--- src/sv/step_function_lookup_top_assert.svh ---
// ---------------------------------------------------------------------------
// Step function lookup assertion macros
// Concurrent assertion forms for the lookup controller.
// ---------------------------------------------------------------------------
`ifndef STEP_FUNCTION_LOOKUP_TOP_ASSERT_SVH
`define STEP_FUNCTION_LOOKUP_TOP_ASSERT_SVH

// same-cycle implication
`define SFL_ASSERT_NOW(label, clk, rst_n, ante, cons) \
    label: assert property (@(posedge clk) disable iff (!rst_n) (ante) |-> (cons)) \
        else $error("sfl assertion failed");

// next-cycle implication
`define SFL_ASSERT_NEXT(label, clk, rst_n, ante, cons) \
    label: assert property (@(posedge clk) disable iff (!rst_n) (ante) |=> (cons)) \
        else $error("sfl assertion failed");

`endif

--- src/sv/sfl_pkg.sv ---
// ---------------------------------------------------------------------------
// Step function lookup package
// Widths, register map, controller states and command/status types.
// ---------------------------------------------------------------------------
`timescale 1ns / 1ps

package sfl_pkg;

    localparam int TABLE_DEPTH   = 1024;
    localparam int IDX_W         = $clog2(TABLE_DEPTH);
    localparam int CNT_W         = IDX_W + 1;
    localparam int LOAD_W        = 10;
    localparam int ENTRY_COUNT_W = 11;
    localparam int KEY_W         = 32;
    localparam int VAL_W         = 32;
    localparam int APB_AW        = 3;
    localparam int APB_DW        = 32;

    localparam logic REQ_LOAD  = 1'b0;
    localparam logic REQ_QUERY = 1'b1;

    localparam logic REG_ENTRY_COUNT = 1'b0;

    typedef enum logic [2:0] {
        ST_IDLE,
        ST_SETUP,
        ST_SEARCH,
        ST_FINISH,
        ST_REPORT
    } state_t;

    typedef struct packed {
        logic load;
        logic init;
        logic first;
        logic step;
        logic fetch;
    } cmd_t;

    typedef struct packed {
        logic open;
    } status_t;

endpackage

--- src/sv/sfl_ctrl.sv ---
// ---------------------------------------------------------------------------
// Step function lookup controller
// Sequences load writes and the bisection steps of one query.
// ---------------------------------------------------------------------------
`timescale 1ns / 1ps

`include "step_function_lookup_top_assert.svh"

module sfl_ctrl (
    input  logic             clk,
    input  logic             rst_n,
    input  logic             start,
    input  logic             req_type,
    input  sfl_pkg::status_t status,
    output sfl_pkg::cmd_t    cmd,
    output logic             busy,
    output logic             done
);

    sfl_pkg::state_t state_reg;
    sfl_pkg::state_t state_next;

    always_ff @(posedge clk or negedge rst_n)
    begin
        if (!rst_n)
        begin
            state_reg <= sfl_pkg::ST_IDLE;
        end
        else
        begin
            state_reg <= state_next;
        end
    end

    always_comb
    begin
        state_next = state_reg;
        cmd        = '0;
        busy       = 1'b1;
        done       = 1'b0;
        unique case (state_reg)
            sfl_pkg::ST_IDLE:
            begin
                busy = 1'b0;
                if (start)
                begin
                    if (req_type == sfl_pkg::REQ_QUERY)
                    begin
                        cmd.init   = 1'b1;
                        state_next = sfl_pkg::ST_SETUP;
                    end
                    else
                    begin
                        cmd.load = 1'b1;
                    end
                end
            end
            sfl_pkg::ST_SETUP:
            begin
                cmd.first  = 1'b1;
                state_next = status.open ? sfl_pkg::ST_SEARCH : sfl_pkg::ST_FINISH;
            end
            sfl_pkg::ST_SEARCH:
            begin
                cmd.step   = 1'b1;
                state_next = status.open ? sfl_pkg::ST_SEARCH : sfl_pkg::ST_FINISH;
            end
            sfl_pkg::ST_FINISH:
            begin
                cmd.fetch  = 1'b1;
                state_next = sfl_pkg::ST_REPORT;
            end
            sfl_pkg::ST_REPORT:
            begin
                done       = 1'b1;
                state_next = sfl_pkg::ST_IDLE;
            end
            default:
            begin
                state_next = sfl_pkg::ST_IDLE;
            end
        endcase
    end

    `SFL_ASSERT_NEXT(a_query_goes_busy, clk, rst_n,
        start && !busy && (req_type == sfl_pkg::REQ_QUERY), busy)
    `SFL_ASSERT_NEXT(a_load_stays_free, clk, rst_n,
        start && !busy && (req_type == sfl_pkg::REQ_LOAD), !busy)
    `SFL_ASSERT_NEXT(a_done_single, clk, rst_n, done, !done && !busy)
    `SFL_ASSERT_NEXT(a_fetch_then_done, clk, rst_n, cmd.fetch, done)

endmodule

--- config.mk ---
export PLATFORM = sky130hd
export DESIGN_NAME = sfl_ctrl
export DESIGN_NICKNAME = d
export VERILOG_FILES = /design/src/sv/sfl_pkg.sv /design/src/sv/sfl_ctrl.sv
export VERILOG_INCLUDE_DIRS = /design/src /design/src/sv
export SDC_FILE = /design/constraint.sdc
export NUM_CORES = 1
export LEC_CHECK = 0
export ABC_CLOCK_PERIOD_IN_PS = 1400
export BUFFER_PORTS_ARGS = -buffer_cell sky130_fd_sc_hd__buf_2
export CORE_AREA = 2 2 39 41
export CTS_CLUSTER_SIZE = 28
export DETAILED_ROUTE_END_ITERATION = 8
export DIE_AREA = 0 0 41 43
export PLACE_DENSITY = 0.46
export SLEW_MARGIN = 20
export SYNTH_ARGS = -nofsm -noshare
export SYNTH_HDL_FRONTEND = slang
export SYNTH_SLANG_ARGS = --single-unit
--- constraint.sdc ---
create_clock -name clk -period 1.4 [get_ports clk]
set_clock_uncertainty 0.2 [all_clocks]
set_input_delay 0.28 -clock clk [delete_from_list [all_inputs] [get_ports clk]]
set_output_delay 0.28 -clock clk [all_outputs]
set_load 0.01 [all_outputs]
* Yosys cells after proc, flatten, opt, wreduce, memory -nomap -nowiden
Index checks and enable logic that the tools add are counted.
Operators by class: reductions and logical operators 3, eq/ne operators 6, muxes and demuxes 13
Operators by type and width (number):
- one-hot mux 3 bit (3 select lines) | 1
- two-way mux 1 bit | 8
- == test 3 x 2 -> 1 bit (second input constant) | 2
- two-way mux 3 bit | 2
- two-way mux 2 bit | 2
- != test 2 bit (second input constant) | 2
- == test 3 x 1 -> 1 bit (second input constant) | 1
- == test 3 bit (second input constant) | 1
- logical NOT 3 bit | 1
- AND reduction 2 bit | 1
- OR reduction 2 bit | 1
Word-level totals: output and inout port bits 7, logic and storage cells 23, bits of input ports 5, register bits 3

* Longest topological paths before layout
Gate-level depths: netlist (run 1).
word-level depth 3, depth in mapped cells 4, gate-level depth less buffers 3

* Worst setup path after synthesis (run 1)
Ideal clock, no wire load.
path type register -> output, start point register state_reg[1], end point output cmd[4] in the netlist's numbering, path buffers 1, path slack -72 ps, data required time 920 ps, stages on the path, launching flop included 5, arrival 992 ps, cell sequence dfrtp_1 > buf_2 > nor3_2 > inv_2 > nor3b_2
RTL lines:
- start: declaration | RTL line sfl_ctrl.sv:20 | sfl_pkg::state_t state_reg;
- start signal: assignment | RTL line sfl_ctrl.sv:27 | state_reg <= sfl_pkg::ST_IDLE;
- start signal: assignment | RTL line sfl_ctrl.sv:31 | state_reg <= state_next;
- end: declaration | RTL line sfl_ctrl.sv:15 | output sfl_pkg::cmd_t cmd,

==> results of run 1 <==
-- logic make-up after synthesis --
kind of cell | share of synthesized area [%]
AOI/OAI and AO/OA | 6.975
buffers and inverters | 14.53
DFF | 34.88
and+or+nand+nor | 39.53
xor gates and xnor gates | 4.071
-- worst paths after layout --
path / from / endpoint / slack [ns] / cells after the start
min in group clk: status / state_reg[0] / 0.17 / 3
setup / recovery: state_reg[0] / cmd[4] / -0.31 / 4
setup reg to reg: state_reg[0] / state_reg[0] / -0.10 / 5
hold reg to reg: state_reg[2] / state_reg[1] / 0.39 / 2
hold / removal: rst_n / state_reg[1] / 0.17 / 2
max in group asynchronous: rst_n / state_reg[2] / 0.73 / 2
-- routing by layer --
metal  vias to the layer above  routed length (µm)  GRT usage [%]
met2                         6                 315          13.75
met5                         -                   0              0
met1                       105                 177          6.774
li1                        113                   -              -
met3                         2                  17          3.141
met4                         0                  17          8.000
-- cell type report --
| type | count | area [µm²] |
|---|---|---|
| Sequential cell | 3 | 75.07 |
| Fill cell | 157 | 994.7 |
| Tap cell | 16 | 20.02 |
| Multi-Input combinational cell | 14 | 130.1 |
| Inverter | 2 | 7.507 |
| Clock buffer | 4 | 26.28 |
| Timing Repair Buffer | 18 | 130.1 |
-- layout by cell type (no fill, tap or decap) --
cell           instances
buf_2                  9
and3_2                 2
clkbuf_4               3
xnor2_1                1
nor2b_2                1
nor3b_4                1
nor3_2                 2
o21ai_0                1
buf_6                  4
inv_2                  2
and3b_1                1
buf_4                  4
nor3b_2                2
dlygate4sd3_1          1
o311a_1                1
dfrtp_1                3
clkbuf_1               1
nor2_1                 1
and3_1                 1
-- metrics by stage --
step	power (mW)	std cells
finish	0.9245	57
global route	0.9996	57
CTS	0.8842	56
detailed placement	0.6052	49
global placement	0.6059	49
floorplan	0.4820	22
-- repair_timing --
action | 4_1_cts | 5_1_grt
resized for setup | 5 | 2
buffers inserted | 2 | 1
endpoints found under the setup margin | 7 | 8
pin swaps | 1 | 5
endpoints found under the hold margin | 3 | 0
hold buffers | 1 | 0
-- power breakdown --
part	total (mW)	leakage [nW]	switching (mW)	internal (mW)
Combinational	0.611	0.148	0.270	0.341
Sequential	0.160	0.0378	0.0302	0.130
Clock	0.153	0.0150	0.0465	0.107
==> flow_summary.toml, run 1 <==
[status]
status = "finished, violations left"
violations = "negative setup slack"

[logic_synthesis]
synth.ff_latch_count = 3
synthArstFlopShare_pct = 100.0
synth.avg_cell_area_um2 = 9.782
yosysMostFrequentCell = "dfrtp_1"
synth_top_cells_by_count = "3 x dfrtp_1, 2 x and3_2, 2 x inv_2, 2 x nor3b_1"
yosysSeqAreaShare_pct = 34.88
synthTopCellsByArea = "dfrtp_1 35%, and3_2 7.0%, nor3b_1 7.0%"
synth_edf_count = 0
synthesis.nets = 27
netlist.area_leader.share_pct = 34.88
yosysWarningCount = 0
yosysUniqueCellTypes = 17
netlist_area_um2 = 215.2
ys.flop_type = "dfrtp_1"
synth_top_area_cell = "dfrtp_1"
syn_inst = 22

[timing]
finalCriticalPeriod_ns = 1.713
hold_viol = 0
fmax_ghz = 0.5838
worst_pin_slew_ns = 0.1916
grt_setup_unrepaired = "yes"
period_share_pct = 122.4
setup_viol = 8
final_max_slew_viol_count = 0
layout_setup_ws_ns = -0.3131
whs_ns = 0.1676
relSlewSlack_pct = 87.16
setup_tns_ns = -1.815

[drt]
viasPerCell = 3.965
detail-route-antenna-nets = 0
wl_per_cell_um = 9.228
wirelength_um = 526
dr.pass1.iters = 1
drc_errors = 0
vias = 226
drtIter0Drc = 0

[floorplanning]
start_util_pct = 15.55
rows = 14
fp.dieArea_um2 = 1763
die_h_um = 43
die_w_um = 41
coreArea_um2 = 1384
ioPinCount = 12

[cells_and_area]
nNetsFinal = 47
syn_to_final_growth_pct = 80.81
finalInstanceArea_um2 = 389.1
largest_reg_flops = 3
finalCoreUtilization_pct = 28.12
n_antenna_cell = 0
drive_gt1_share_pct = 73.17

[worst_setup_path]
max_stage_delay_ns = 0.38
critPathLaunchType = "flop"
crit_chain = "nor3_2 -> inv_2 -> nor3b_4 -> buf_2"
path_buf_inv = 2
crit_slowest_cell = "dfrtp_1"
crit_fanout = 2
cp.required_ns = 0.92
crit_family = "simple AND/OR/NAND/NOR gates"
cp-end-kind = "output pin"
crit_arrival_ns = 1.23
crit_type = "reg2out"

[pwr]
leakage_nw = 0.2010
ir_drop_v = 0.0004913
powerDensity_nw_per_um2 = 2376

[grt]
grt_pass1_vias = 244
gr-total-overflow = 0
antenna_found_initial = 0
grt_pass1_wl_um = 897
grt_usage_pct = 8.342
grt_max_degree = 9

[clocking]
clk_path_buf_depth = 2
cts_tree = "built"
clk_latency_ns = 0.23
numCtsBuffers = 3
cts-root-buf = "clkbuf_4"
cts_sinks = 3
clk_pin_slew_ns = 0.04
htree_levels = 1

[placement]
hpwl_um = 361.1
gp_congestion = 0.5861
place_ws_ns = -0.05213
port_buffers = 11
place_area_um2 = 295.3

[min_path]
hold_path_class = "in2async"

[job]
cap_violations = 0
No activity file was read; power rests on OpenSTA's default activity.
==> inputs of run 2 (changes only) <==
--- a/config.mk
+++ b/config.mk
@@ -6,13 +6,14 @@
 export SDC_FILE = /design/constraint.sdc
 export NUM_CORES = 1
 export LEC_CHECK = 0
+export ABC_AREA = 1
 export ABC_CLOCK_PERIOD_IN_PS = 1400
 export BUFFER_PORTS_ARGS = -buffer_cell sky130_fd_sc_hd__buf_2
 export CORE_AREA = 2 2 39 41
 export CTS_CLUSTER_SIZE = 28
 export DETAILED_ROUTE_END_ITERATION = 8
 export DIE_AREA = 0 0 41 43
-export PLACE_DENSITY = 0.46
+export PLACE_DENSITY = 0.44
 export SLEW_MARGIN = 20
 export SYNTH_ARGS = -nofsm -noshare
 export SYNTH_HDL_FRONTEND = slang
==> flow_summary.toml, run 2 <==
[floorplanning]
ioPinCount = 12
coreArea_um2 = 1384
die_h_um = 43
fp.dieArea_um2 = 1763
start_util_pct = 13.20
die_w_um = 41
rows = 14

[logic_synthesis]
syn_inst = 24
synth_top_area_cell = "dfrtp_1"
synth.ff_latch_count = 3
synth.avg_cell_area_um2 = 7.611
synth_edf_count = 0
synthesis.nets = 29
yosysSeqAreaShare_pct = 41.10
synthTopCellsByArea = "dfrtp_1 41%, inv_1 8.2%, nand2_1 8.2%"
ys.flop_type = "dfrtp_1"
yosysWarningCount = 0
synth_top_cells_by_count = "4 x inv_1, 4 x nand2_1, 4 x nor2_1"
yosysUniqueCellTypes = 11
synthArstFlopShare_pct = 100.0
netlist_area_um2 = 182.7
netlist.area_leader.share_pct = 41.10

[worst_setup_path]
crit_family = "flip-flops"
crit_chain = "buf_4 -> nor3_2 -> buf_2"
r2r_setup_slack_ns = 0.26
cp-end-kind = "output pin"
crit_arrival_ns = 1.10
crit_type = "reg2out"
cp.required_ns = 0.92
path_buf_inv = 2
reg2regPathDepth = 4
crit_slowest_cell = "dfrtp_1"
cp.depth = 3
rr_startpoint = "state_reg[0]"
reg2reg_to = "state_reg[1]"
critPathLaunchType = "flop"
max_stage_delay_ns = 0.41
crit_fanout = 4

[cells_and_area]
finalCoreUtilization_pct = 25.23
layout_commonest_cell = "buf_2"
n_antenna_cell = 0
final_cell_mix = "11 x buf_2, 6 x buf_4, 4 x inv_1, 4 x nand2_1, 4 x nor2_1"
nNetsFinal = 51
drive_gt1_share_pct = 62.22
largest_reg_flops = 3
syn_to_final_growth_pct = 91.10

[grt]
grt_pass1_vias = 220
gr-total-overflow = 0
grt_max_degree = 6
antenna_found_initial = 0
grt_pass1_wl_um = 772
grt_usage_pct = 7.035

[drt]
detail-route-antenna-nets = 0
dr.pass1.iters = 2
wl_per_cell_um = 8.016
viasPerCell = 3.852
vias = 235
wirelength_um = 489
drc_errors = 0
drtIter0Drc = 1

[min_path]
min_path_cells = 4
hold_path_class = "in2reg"
hold-path-endpoint = "state_reg[0]"
worstHoldStart = "status"

[timing]
worst_pin_slew_ns = 0.1685
fmax_ghz = 0.6335
relSlewSlack_pct = 88.77
hold_viol = 0
layout_setup_ws_ns = -0.1785
setup_viol = 7
finalCriticalPeriod_ns = 1.579
grt_setup_unrepaired = "yes"
period_share_pct = 112.8
final_max_slew_viol_count = 0
whs_ns = 0.1109

[clocking]
htree_levels = 1
numCtsBuffers = 3
clk_latency_ns = 0.23
clk_pin_slew_ns = 0.04
cts-root-buf = "clkbuf_4"
cts_sinks = 3
clk_path_buf_depth = 2
cts_tree = "built"

[pwr]
powerDensity_nw_per_um2 = 2226
p_int_mw = 0.4648
comb_power_share_pct = 55.5
swShare_pct = 40.17
p_switching_mw = 0.3121
clkPwrFrac_pct = 19.7
leakage_nw = 0.1999
ir_drop_v = 0.0004911
seqPwrFrac_pct = 24.8

[status]
status = "finished, violations left"
violations = "negative setup slack"

[placement]
gp_congestion = 0.6132
port_buffers = 11
hpwl_um = 324.8

[job]
cap_violations = 0
==> run 2: changes by cell type in the layout (fill, tap and decap cells not counted), moves of 3 or more <==
cell     previous run  this run
buf_6               4         0
inv_1               0         4
nand2_1             0         4
nor2_1              1         4
==> run 2: worst register-to-register path, delay by kind of cell, from the launching register on <==
kind	cells	cell delay (ns)
flops	1	0.41
buf+inv	2	0.25
simple gates	2	0.19
==> run 2: worst max-delay path by stage <==
stage	from	to	slack, ns
floorplan	state_reg[1]	cmd[4]	0.13
global placement	state_reg[1]	cmd[3]	0.05
detailed placement	state_reg[1]	cmd[3]	0.05
CTS	state_reg[0]	cmd[3]	-0.19
global route	state_reg[1]	cmd[4]	-0.23
finish	state_reg[0]	cmd[1]	-0.18
==> run 2: cells by family (layout without fill, tap and decap cells) <==
kind of cell / count (synthesis) / in the layout / share of synthesized area [%]
buf+inv: 6 / 27 / 14.38
flops: 3 / 3 / 41.09
simple gates: 15 / 15 / 44.51
==> run 2: per-layer routing <==
layer  GRT usage (%)  wire length, µm
met5               0                0
met4           8.000                0
met3           3.141               48
met2           9.063              258
met1           7.419              182
==> run 2: timing repair <==
action                                  4_1_cts  5_1_grt
resized for setup                             1        4
hold buffers                                  1        0
buffers inserted                              2        4
pin swaps                                     2        2
endpoints found under the setup margin        7        7
endpoints found under the hold margin         3        0
==> run 2: metrics by stage <==
step           TNS [ns]  setup slack, ns  area [µm²]  power [mW]  cells
3_5_place_dp          0          0.05374       250.2      0.4827     50
6_report        -0.9947          -0.1785       349.1      0.7769     61
2_1_floorplan         0           0.1330       182.7      0.3881     24
5_1_grt          -1.428          -0.2305       349.1      0.8461     61
4_1_cts         -0.9016          -0.1905       302.8      0.6845     57
3_3_place_gp          0          0.04516       250.2      0.4819     50
==> run 2: power by group through the flow <==
stage / logic [mW] / clock network (mW) / registers (mW)
5_1_grt: 0.480 / 0.167 / 0.199
2_1_floorplan: 0.210 / 0 / 0.179
3_3_place_gp: 0.293 / 0 / 0.189
3_5_place_dp: 0.294 / 0 / 0.188
4_1_cts: 0.341 / 0.159 / 0.185
6_report: 0.431 / 0.153 / 0.193
==> run 2: cell type report <==
class	instances	area, µm²
inverter	5	18.77
multi-input combinational	15	96.34
clock buffer	4	26.28
sequential	3	77.57
timing repair buffer	18	110.1
fill	172	1035
tap	16	20.02
